<file path="src/hw/rtl/dots_pkg.sv">
// Shared constants and types for the deadline-ordered timer set.
`default_nettype none
package dots_pkg;

  localparam int SLOTS   = 16;
  localparam int MaxRes  = 16;
  localparam int SlotW   = (SLOTS > 1) ? $clog2(SLOTS) : 1;
  localparam int CntW    = $clog2(SLOTS + 1);
  localparam int NumW    = $clog2(MaxRes + 1);
  localparam int TimeW   = 64;
  localparam int PerW    = 32;
  localparam int EntryW  = TimeW + PerW;

  localparam logic [2:0] OP_START_ONCE = 3'd0;
  localparam logic [2:0] OP_START_PER  = 3'd1;
  localparam logic [2:0] OP_STOP       = 3'd2;
  localparam logic [2:0] OP_TICK       = 3'd3;
  localparam logic [2:0] OP_CLEAR      = 3'd4;

  localparam logic [1:0] KIND_ACK    = 2'd0;
  localparam logic [1:0] KIND_EXPIRE = 2'd1;
  localparam logic [1:0] KIND_IDLE   = 2'd2;

  localparam logic ST_OK  = 1'b0;
  localparam logic ST_ERR = 1'b1;

  typedef enum logic [3:0] {
    S_IDLE   = 4'b0001,
    S_SCAN   = 4'b0010,
    S_DECIDE = 4'b0100,
    S_FLUSH  = 4'b1000
  } state_e;

endpackage
`default_nettype wire

</file>
<file path="src/hw/rtl/deadline_ordered_timer_set.sv">
// Top level of the deadline-ordered timer set.
`default_nettype none
// Commands enter on start_i while busy_o is low. Start, stop, clear and
// unknown operations answer with one acknowledge on the next cycle; busy_o
// stays low, so a new command can follow at once. A tick scans all SLOTS
// entries of the deadline/period RAM with 64-bit compares, then retires the
// winner in the decide state, repeated once per expiry plus one final scan
// that finds none. When 16 expire, a flush state replaces the final scan.
// Each result shows for one cycle on result_valid_o and cannot be held off; the
// expiries of one tick come in deadline order, the last one marked by last_o.
module deadline_ordered_timer_set (
  input  wire logic        clk_i,
  input  wire logic        rst_ni,
  input  wire logic        start_i,
  output logic             busy_o,
  input  wire logic [2:0]  operation_i,
  input  wire logic [3:0]  slot_i,
  input  wire logic [31:0] interval_i,
  output logic             result_valid_o,
  output logic [1:0]       kind_o,
  output logic [3:0]       fired_slot_o,
  output logic             status_o,
  output logic             last_o
);

  localparam int SLOTS = dots_pkg::SLOTS;
  localparam int SlotW = dots_pkg::SlotW;
  localparam int CntW  = dots_pkg::CntW;
  localparam int NumW  = dots_pkg::NumW;
  localparam int TimeW = dots_pkg::TimeW;
  localparam int PerW  = dots_pkg::PerW;
  localparam int EntryW = dots_pkg::EntryW;

  dots_pkg::state_e state_q, state_d;

  logic [TimeW-1:0] now_q, now_d;
  logic [SLOTS-1:0] active_q, active_d;
  logic [SLOTS-1:0] periodic_q, periodic_d;
  logic [SLOTS-1:0] done_q, done_d;
  logic [CntW-1:0]  cnt_q, cnt_d;
  logic [NumW-1:0]  n_q, n_d;
  logic             best_v_q, best_v_d;
  logic [SlotW-1:0] best_idx_q, best_idx_d;
  logic [TimeW-1:0] best_dl_q, best_dl_d;
  logic [PerW-1:0]  best_pd_q, best_pd_d;
  logic             pend_v_q, pend_v_d;
  logic [SlotW-1:0] pend_idx_q, pend_idx_d;

  logic             rv_q, rv_d;
  logic [1:0]       kind_q, kind_d;
  logic [3:0]       fslot_q, fslot_d;
  logic             status_q, status_d;
  logic             last_q, last_d;

  logic              ram_we;
  logic [SlotW-1:0]  ram_waddr;
  logic [EntryW-1:0] ram_wdata;
  logic [SlotW-1:0]  ram_raddr;
  logic [EntryW-1:0] ram_rdata;

  logic              accept;
  logic              in_rng;
  logic [SlotW-1:0]  sidx;
  logic [SlotW-1:0]  pidx;
  logic [TimeW-1:0]  rd_dl;
  logic [PerW-1:0]   rd_pd;
  logic [PerW-1:0]   step;

  dots_ram #(
    .Width(EntryW),
    .Depth(SLOTS)
  ) u_ram (
    .clk_i  (clk_i),
    .we_i   (ram_we),
    .waddr_i(ram_waddr),
    .wdata_i(ram_wdata),
    .raddr_i(ram_raddr),
    .rdata_o(ram_rdata)
  );

  assign busy_o = (state_q != dots_pkg::S_IDLE);
  assign accept = start_i && !busy_o;
  assign in_rng = ({28'd0, slot_i} < 32'(SLOTS));
  assign sidx   = SlotW'(slot_i);
  assign pidx   = SlotW'(cnt_q - CntW'(1));
  assign rd_dl  = ram_rdata[EntryW-1:PerW];
  assign rd_pd  = ram_rdata[PerW-1:0];
  // a period of zero re-arms one tick later
  assign step   = (best_pd_q == '0) ? PerW'(1) : best_pd_q;

  always_comb begin
    state_d    = state_q;
    now_d      = now_q;
    active_d   = active_q;
    periodic_d = periodic_q;
    done_d     = done_q;
    cnt_d      = cnt_q;
    n_d        = n_q;
    best_v_d   = best_v_q;
    best_idx_d = best_idx_q;
    best_dl_d  = best_dl_q;
    best_pd_d  = best_pd_q;
    pend_v_d   = pend_v_q;
    pend_idx_d = pend_idx_q;
    rv_d       = 1'b0;
    kind_d     = kind_q;
    fslot_d    = fslot_q;
    status_d   = status_q;
    last_d     = last_q;
    ram_we     = 1'b0;
    ram_waddr  = sidx;
    ram_wdata  = {now_q + TimeW'(interval_i), interval_i};
    ram_raddr  = cnt_q[SlotW-1:0];

    unique case (state_q)
      dots_pkg::S_IDLE: begin
        if (accept) begin
          rv_d     = 1'b1;
          kind_d   = dots_pkg::KIND_ACK;
          fslot_d  = slot_i;
          status_d = dots_pkg::ST_OK;
          last_d   = 1'b1;
          unique case (operation_i) inside
            dots_pkg::OP_START_ONCE, dots_pkg::OP_START_PER: begin
              if (in_rng) begin
                ram_we         = 1'b1;
                active_d[sidx] = 1'b1;
                periodic_d[sidx] = (operation_i == dots_pkg::OP_START_PER);
              end else begin
                status_d = dots_pkg::ST_ERR;
              end
            end
            dots_pkg::OP_STOP: begin
              if (in_rng && active_q[sidx]) begin
                active_d[sidx] = 1'b0;
              end else begin
                status_d = dots_pkg::ST_ERR;
              end
            end
            dots_pkg::OP_TICK: begin
              rv_d     = 1'b0;
              now_d    = now_q + TimeW'(1);
              done_d   = '0;
              n_d      = '0;
              cnt_d    = '0;
              best_v_d = 1'b0;
              pend_v_d = 1'b0;
              state_d  = dots_pkg::S_SCAN;
            end
            dots_pkg::OP_CLEAR: begin
              active_d = '0;
              fslot_d  = 4'd0;
            end
            default: begin
            end
          endcase
        end
      end

      dots_pkg::S_SCAN: begin
        // read data is registered, so it belongs to the previous address (pidx)
        if (cnt_q != '0) begin
          if (active_q[pidx] && !done_q[pidx] && (rd_dl <= now_q) &&
              (!best_v_q || (rd_dl < best_dl_q))) begin
            best_v_d   = 1'b1;
            best_idx_d = pidx;
            best_dl_d  = rd_dl;
            best_pd_d  = rd_pd;
          end
        end
        if (cnt_q == CntW'(SLOTS)) begin
          state_d = dots_pkg::S_DECIDE;
        end else begin
          cnt_d = cnt_q + CntW'(1);
        end
      end

      dots_pkg::S_DECIDE: begin
        if (best_v_q) begin
          done_d[best_idx_q] = 1'b1;
          if (periodic_q[best_idx_q]) begin
            ram_we    = 1'b1;
            ram_waddr = best_idx_q;
            ram_wdata = {best_dl_q + TimeW'(step), best_pd_q};
          end else begin
            active_d[best_idx_q] = 1'b0;
          end
          // the previous expiry is sent once a later one is known
          if (pend_v_q) begin
            rv_d     = 1'b1;
            kind_d   = dots_pkg::KIND_EXPIRE;
            fslot_d  = 4'(pend_idx_q);
            status_d = dots_pkg::ST_OK;
            last_d   = 1'b0;
          end
          pend_v_d   = 1'b1;
          pend_idx_d = best_idx_q;
          n_d        = n_q + NumW'(1);
          if (n_q == NumW'(dots_pkg::MaxRes - 1)) begin
            state_d = dots_pkg::S_FLUSH;
          end else begin
            cnt_d    = '0;
            best_v_d = 1'b0;
            state_d  = dots_pkg::S_SCAN;
          end
        end else begin
          rv_d     = 1'b1;
          status_d = dots_pkg::ST_OK;
          last_d   = 1'b1;
          if (pend_v_q) begin
            kind_d  = dots_pkg::KIND_EXPIRE;
            fslot_d = 4'(pend_idx_q);
          end else begin
            kind_d  = dots_pkg::KIND_IDLE;
            fslot_d = 4'd0;
          end
          pend_v_d = 1'b0;
          state_d  = dots_pkg::S_IDLE;
        end
      end

      dots_pkg::S_FLUSH: begin
        rv_d     = 1'b1;
        kind_d   = dots_pkg::KIND_EXPIRE;
        fslot_d  = 4'(pend_idx_q);
        status_d = dots_pkg::ST_OK;
        last_d   = 1'b1;
        pend_v_d = 1'b0;
        state_d  = dots_pkg::S_IDLE;
      end

      default: begin
        state_d = dots_pkg::S_IDLE;
      end
    endcase
  end

  always_ff @(posedge clk_i or negedge rst_ni) begin
    if (!rst_ni) begin
      state_q    <= dots_pkg::S_IDLE;
      now_q      <= '0;
      active_q   <= '0;
      periodic_q <= '0;
      done_q     <= '0;
      cnt_q      <= '0;
      n_q        <= '0;
      best_v_q   <= 1'b0;
      pend_v_q   <= 1'b0;
      rv_q       <= 1'b0;
    end else begin
      state_q    <= state_d;
      now_q      <= now_d;
      active_q   <= active_d;
      periodic_q <= periodic_d;
      done_q     <= done_d;
      cnt_q      <= cnt_d;
      n_q        <= n_d;
      best_v_q   <= best_v_d;
      pend_v_q   <= pend_v_d;
      rv_q       <= rv_d;
    end
  end

  always_ff @(posedge clk_i) begin
    best_idx_q <= best_idx_d;
    best_dl_q  <= best_dl_d;
    best_pd_q  <= best_pd_d;
    pend_idx_q <= pend_idx_d;
    kind_q     <= kind_d;
    fslot_q    <= fslot_d;
    status_q   <= status_d;
    last_q     <= last_d;
  end

  assign result_valid_o = rv_q;
  assign kind_o         = kind_q;
  assign fired_slot_o   = fslot_q;
  assign status_o       = status_q;
  assign last_o         = last_q;

  a_state_onehot: assert property (@(posedge clk_i) disable iff (!rst_ni)
    $onehot(state_q))
    else $error("state register not one-hot");

  a_cmd_ack: assert property (@(posedge clk_i) disable iff (!rst_ni)
    (start_i && !busy_o && operation_i != dots_pkg::OP_TICK)
      |=> (result_valid_o && last_o && kind_o == dots_pkg::KIND_ACK))
    else $error("command beat without a single acknowledge");

  a_idle_last: assert property (@(posedge clk_i) disable iff (!rst_ni)
    (result_valid_o && kind_o == dots_pkg::KIND_IDLE) |-> last_o)
    else $error("idle tick result not marked last");

  a_fire_limit: assert property (@(posedge clk_i) disable iff (!rst_ni)
    n_q <= NumW'(dots_pkg::MaxRes))
    else $error("too many expiries in one tick");

  a_tick_busy: assert property (@(posedge clk_i) disable iff (!rst_ni)
    (start_i && !busy_o && operation_i == dots_pkg::OP_TICK)
      |=> (busy_o && !result_valid_o))
    else $error("tick did not start a scan");

endmodule
`default_nettype wire

</file>
<file path="src/hw/rtl/dots_ram.sv">
// Generic single-write, single-read RAM with registered read data.
`default_nettype none
module dots_ram #(
  parameter int Width = 8,
  parameter int Depth = 16
) (
  input  wire logic                                          clk_i,
  input  wire logic                                          we_i,
  input  wire logic [((Depth > 1) ? $clog2(Depth) : 1)-1:0]  waddr_i,
  input  wire logic [Width-1:0]                              wdata_i,
  input  wire logic [((Depth > 1) ? $clog2(Depth) : 1)-1:0]  raddr_i,
  output logic      [Width-1:0]                              rdata_o
);

  logic [Width-1:0] mem_q [Depth];

  always_ff @(posedge clk_i) begin
    if (we_i) begin
      mem_q[waddr_i] <= wdata_i;
    end
    rdata_o <= mem_q[raddr_i];
  end

endmodule
`default_nettype wire

</file>
<file path="config.mk">
export PLATFORM = sky130hd
export DESIGN_NAME = deadline_ordered_timer_set
export DESIGN_NICKNAME = d
export VERILOG_FILES = /design/src/hw/rtl/dots_pkg.sv /design/src/hw/rtl/deadline_ordered_timer_set.sv /design/src/hw/rtl/dots_ram.sv
export SDC_FILE = /design/constraint.sdc
export NUM_CORES = 2
export LEC_CHECK = 0
export BUFFER_PORTS_ARGS = -buffer_cell sky130_fd_sc_hd__buf_4
export CAP_MARGIN = 20
export CORE_MARGIN = 3
export CORE_UTILIZATION = 37
export CTS_CLUSTER_DIAMETER = 200
export DETAILED_ROUTE_END_ITERATION = 6
export GPL_ROUTABILITY_DRIVEN = 0
export GPL_TIMING_DRIVEN = 0
export PLACE_DENSITY = 0.62
export SYNTH_ARGS = -nofsm -noshare
export SYNTH_HDL_FRONTEND = slang
export SYNTH_HIERARCHICAL = 1
export SYNTH_SLANG_ARGS = --single-unit
</file>
<file path="constraint.sdc">
create_clock -name clk_i -period 16.8 [get_ports clk_i]
set_input_delay 0 -clock clk_i [delete_from_list [all_inputs] [get_ports clk_i]]
set_output_delay 0 -clock clk_i [all_outputs]
set_load 0.01 [all_outputs]
</file>
==> impl_metrics.env <==
export IMPL_setup_viol=0
export IMPL_drt_pass1_iter_count=6
export IMPL_worstSkewPairLatency_ns=0.85
export IMPL_p_per_area_mw_per_mm2=120.1
export IMPL_timing_final_crit_share_pct=38.26
export IMPL_async_flop_share_pct=6.887
export IMPL_wl_per_cell_um=26.82
export IMPL_synth_seq_cells=1873
export IMPL_fp_dieH_um=466.3
export IMPL_die_area_mm2=0.2174
export IMPL_ctsLongestPathBuffers=3
export IMPL_port_buffers=47
export IMPL_hold_path_class="primary input to register"
export IMPL_synth_top_area_cell="edfxtp_1"
export IMPL_ir_worst_vdd_mv=0.1109
export IMPL_max_freq_mhz=155.6
export IMPL_viasPerCell=5.612
export IMPL_crit_path_start_kind="register"
export IMPL_place_worst_setup_slack_ns=10.19
export IMPL_syn_inst=4539
export IMPL_cts_tree="yes"
export IMPL_clk_pin_slew_ns=0.06
export IMPL_post_route_drc_count=0
export IMPL_finalClockSkew_ns=0.06307
export IMPL_fin_ws_ns=10.37
export IMPL_cts_htree_levels=4
export IMPL_cts_root_buf="clkbuf_16"
export IMPL_criticalPathCategory="register to register"
export IMPL_cp_end_kind="register"
export IMPL_arrival_ns=6.98
export IMPL_status="completed"
export IMPL_fin_crit_ns=6.428
export IMPL_synthesis_area_mm2=0.07838
export IMPL_syn_nets=4780
export IMPL_hold_viol=0
export IMPL_cts_sinks=1873
export IMPL_drv_slew=0
export IMPL_vias=44790
export IMPL_final_cell_mix="edfxtp_1 (1,648), mux4_2 (396), nand2_1 (224), ha_1 (197), a22oi_1 (193)"
export IMPL_initialDrtViolationCount=5744
export IMPL_fin_nets=5246
export IMPL_utilization_pct=43.70
export IMPL_synth_cell_type_count=80
export IMPL_synth_edf_count=1648
export IMPL_io_pins=52
export IMPL_p_leak_nw=31.44
export IMPL_synthTopCellsByArea="edfxtp_1 (63%), mux4_2 (11%), dfrtp_1 (4.1%), ha_1 (3.1%), dfxtp_1 (2.5%)"
export IMPL_grt_max_degree=66
export IMPL_seq_area_frac_synth_pct=69.71
export IMPL_synth_warnings=6
export IMPL_dp_hpwl_mm=146.9
export IMPL_antenna_found_initial=4
export IMPL_p_total_mw=11.04
export IMPL_synth_top_area_share_pct=63.14
export IMPL_area_growth_pct=17.19
export IMPL_worst_pin_slew_ns=1.218
export IMPL_avgSynthCellArea_um2=17.27
export IMPL_grt_pass1_vias=44440
export IMPL_maxCapViolCount=0
export IMPL_final_common_cell="edfxtp_1"
export IMPL_drt_wl_total_mm=214.0
export IMPL_max_slew_margin_pct=17.66
export IMPL_die_x_um=466.3
export IMPL_num_rows=168
export IMPL_setup_tns_final_ns=0
export IMPL_ctsResizeCount=0
export IMPL_ant_nets=0
export IMPL_track_usage_pct=19.54
export IMPL_postCtsSetupBuffers=0
export IMPL_core_mm2=0.2102
export IMPL_grt_pass1_wl_mm=311.5
export IMPL_drive_gt1_share_pct=21.18
export IMPL_rsz0062_at_grt="false"
export IMPL_critPathMaxFanout=10
export IMPL_fillers=18200
export IMPL_start_util_pct=37.29
export IMPL_numCtsBuffers=188
export IMPL_grt_remaining_overflow=0
export IMPL_required_ns=17.35
export IMPL_synth_ff_type="edfxtp_1"
[power breakdown]
group          internal (mW)  total, mW  switching [mW]
sequential              5.27       5.39           0.124
clock                   2.45       4.28            1.83
combinational          0.578       1.37           0.790
[through the flow]
stage,hold WS [ns],instances,instance area [um^2]
after floorplan,-0.2956,4539,78380
after global placement,0.3867,7391,82240
after detailed placement,-0.1979,7543,84730
after CTS,0.01252,7943,91570
after global routing,0.05017,7977,91840
final,0.09246,7980,91850
[area by class of cell]
type	count	area [um^2]	share of cell area, %
buffer	222	1104	1.202
tap	2805	3510	3.821
antenna	4	10.01	0.01090
multi-input combinational	2280	22160	24.13
inverter	164	615.6	0.6702
clock inverter	107	1285	1.399
clock buffer	249	5114	5.568
sequential	1873	54640	59.49
timing repair buffer	276	3412	3.715
[worst max-delay path, cell delays in order (launching register included)]
cell	delay, ns
dfrtp_1	0.44
or2_2	0.34
nor2_1	0.52
nand2_1	0.31
inv_1	0.50
nand2_1	0.37
clkbuf_1	0.29
buf_8	0.21
clkbuf_1	0.45
nand2_1	0.31
or3b_2	0.60
nor3_2	0.72
buf_6	0.25
buf_4	0.22
buf_6	0.19
buf_6	0.17
buf_6	0.18
[path summary, 6_finish.rpt]
| check | startpoint | to | slack (ns) | cells after the start |
|---|---|---|---|---|
| min in group asynchronous | rst_ni | periodic_q[12] | 0.15 | 3 |
| setup / recovery | state_q[1] | u_ram/mem_q[0][10] | 10.37 | 16 |
| hold / removal | slot_i[0] | fired_slot_o[0] | 0.09 | 3 |
| hold reg to reg | u_ram/rdata_o[18] | best_pd_q[18] | 0.38 | 0 |
| setup reg to reg | state_q[1] | u_ram/mem_q[0][10] | 10.37 | 16 |
| max in group asynchronous | rst_ni | now_q[24] | 15.89 | 4 |
[synth_stat cells, drive strengths merged, types with 7 or more instances]
cell type  number
mux2           68
a31oi          23
inv           164
nand4          57
nor3           71
mux4          396
nor2b          31
xnor2         159
and3           18
o21a           23
nor2          177
a21oi         159
or3            12
nand3          62
ha            197
a32oi           7
nand2b         13
o21ai          97
a22oi         193
dfrtp         128
a211oi         16
clkbuf        127
mux2i          29
o21bai         10
buf            95
o31ai           9
nor4           29
a21o           73
or4             7
xor2           26
or2             9
dfxtp          96
and2           10
nand2         226
edfxtp       1648
o211ai         12
[layer usage]
metal / vias up / global-route usage [%] / routed length (um)
met5: - / 0 / 0
met4: 0 / 6.792 / 7320
met1: 23420 / 28.19 / 90450
met3: 319 / 3.532 / 18740
met2: 2055 / 29.83 / 97490
li1: 18990 / - / -
[sequential cells by signal, indices dropped and copies added, names as in the netlist]
register and flops:
done_q 16, periodic_q 16, status_o 1, u_ram/mem_q 1536, n_q 5, fired_slot_o 4, active_q 16, u_ram/rdata_o 96
best_idx_q 4, pend_v_q 1, last_o 1, best_dl_q 64, best_v_q 1, cnt_q 5, state_q 4, now_q 64
best_pd_q 32, pend_idx_q 4, result_valid_o 1, kind_o 2
[repair_timing]
item	in CTS	in global routing
setup endpoints to repair	0	0
hold buffers	44	0
endpoints found under the hold margin	719	0
[kinds of logic after synthesis]
logic type      synth area share, %
compound gates                5.557
xor+xnor                      2.067
fa+ha+maj                     3.196
buf+inv                       2.190
flops                         69.71
mux                           12.73
simple gates                  4.551
(Power assumes the default switching activity.)
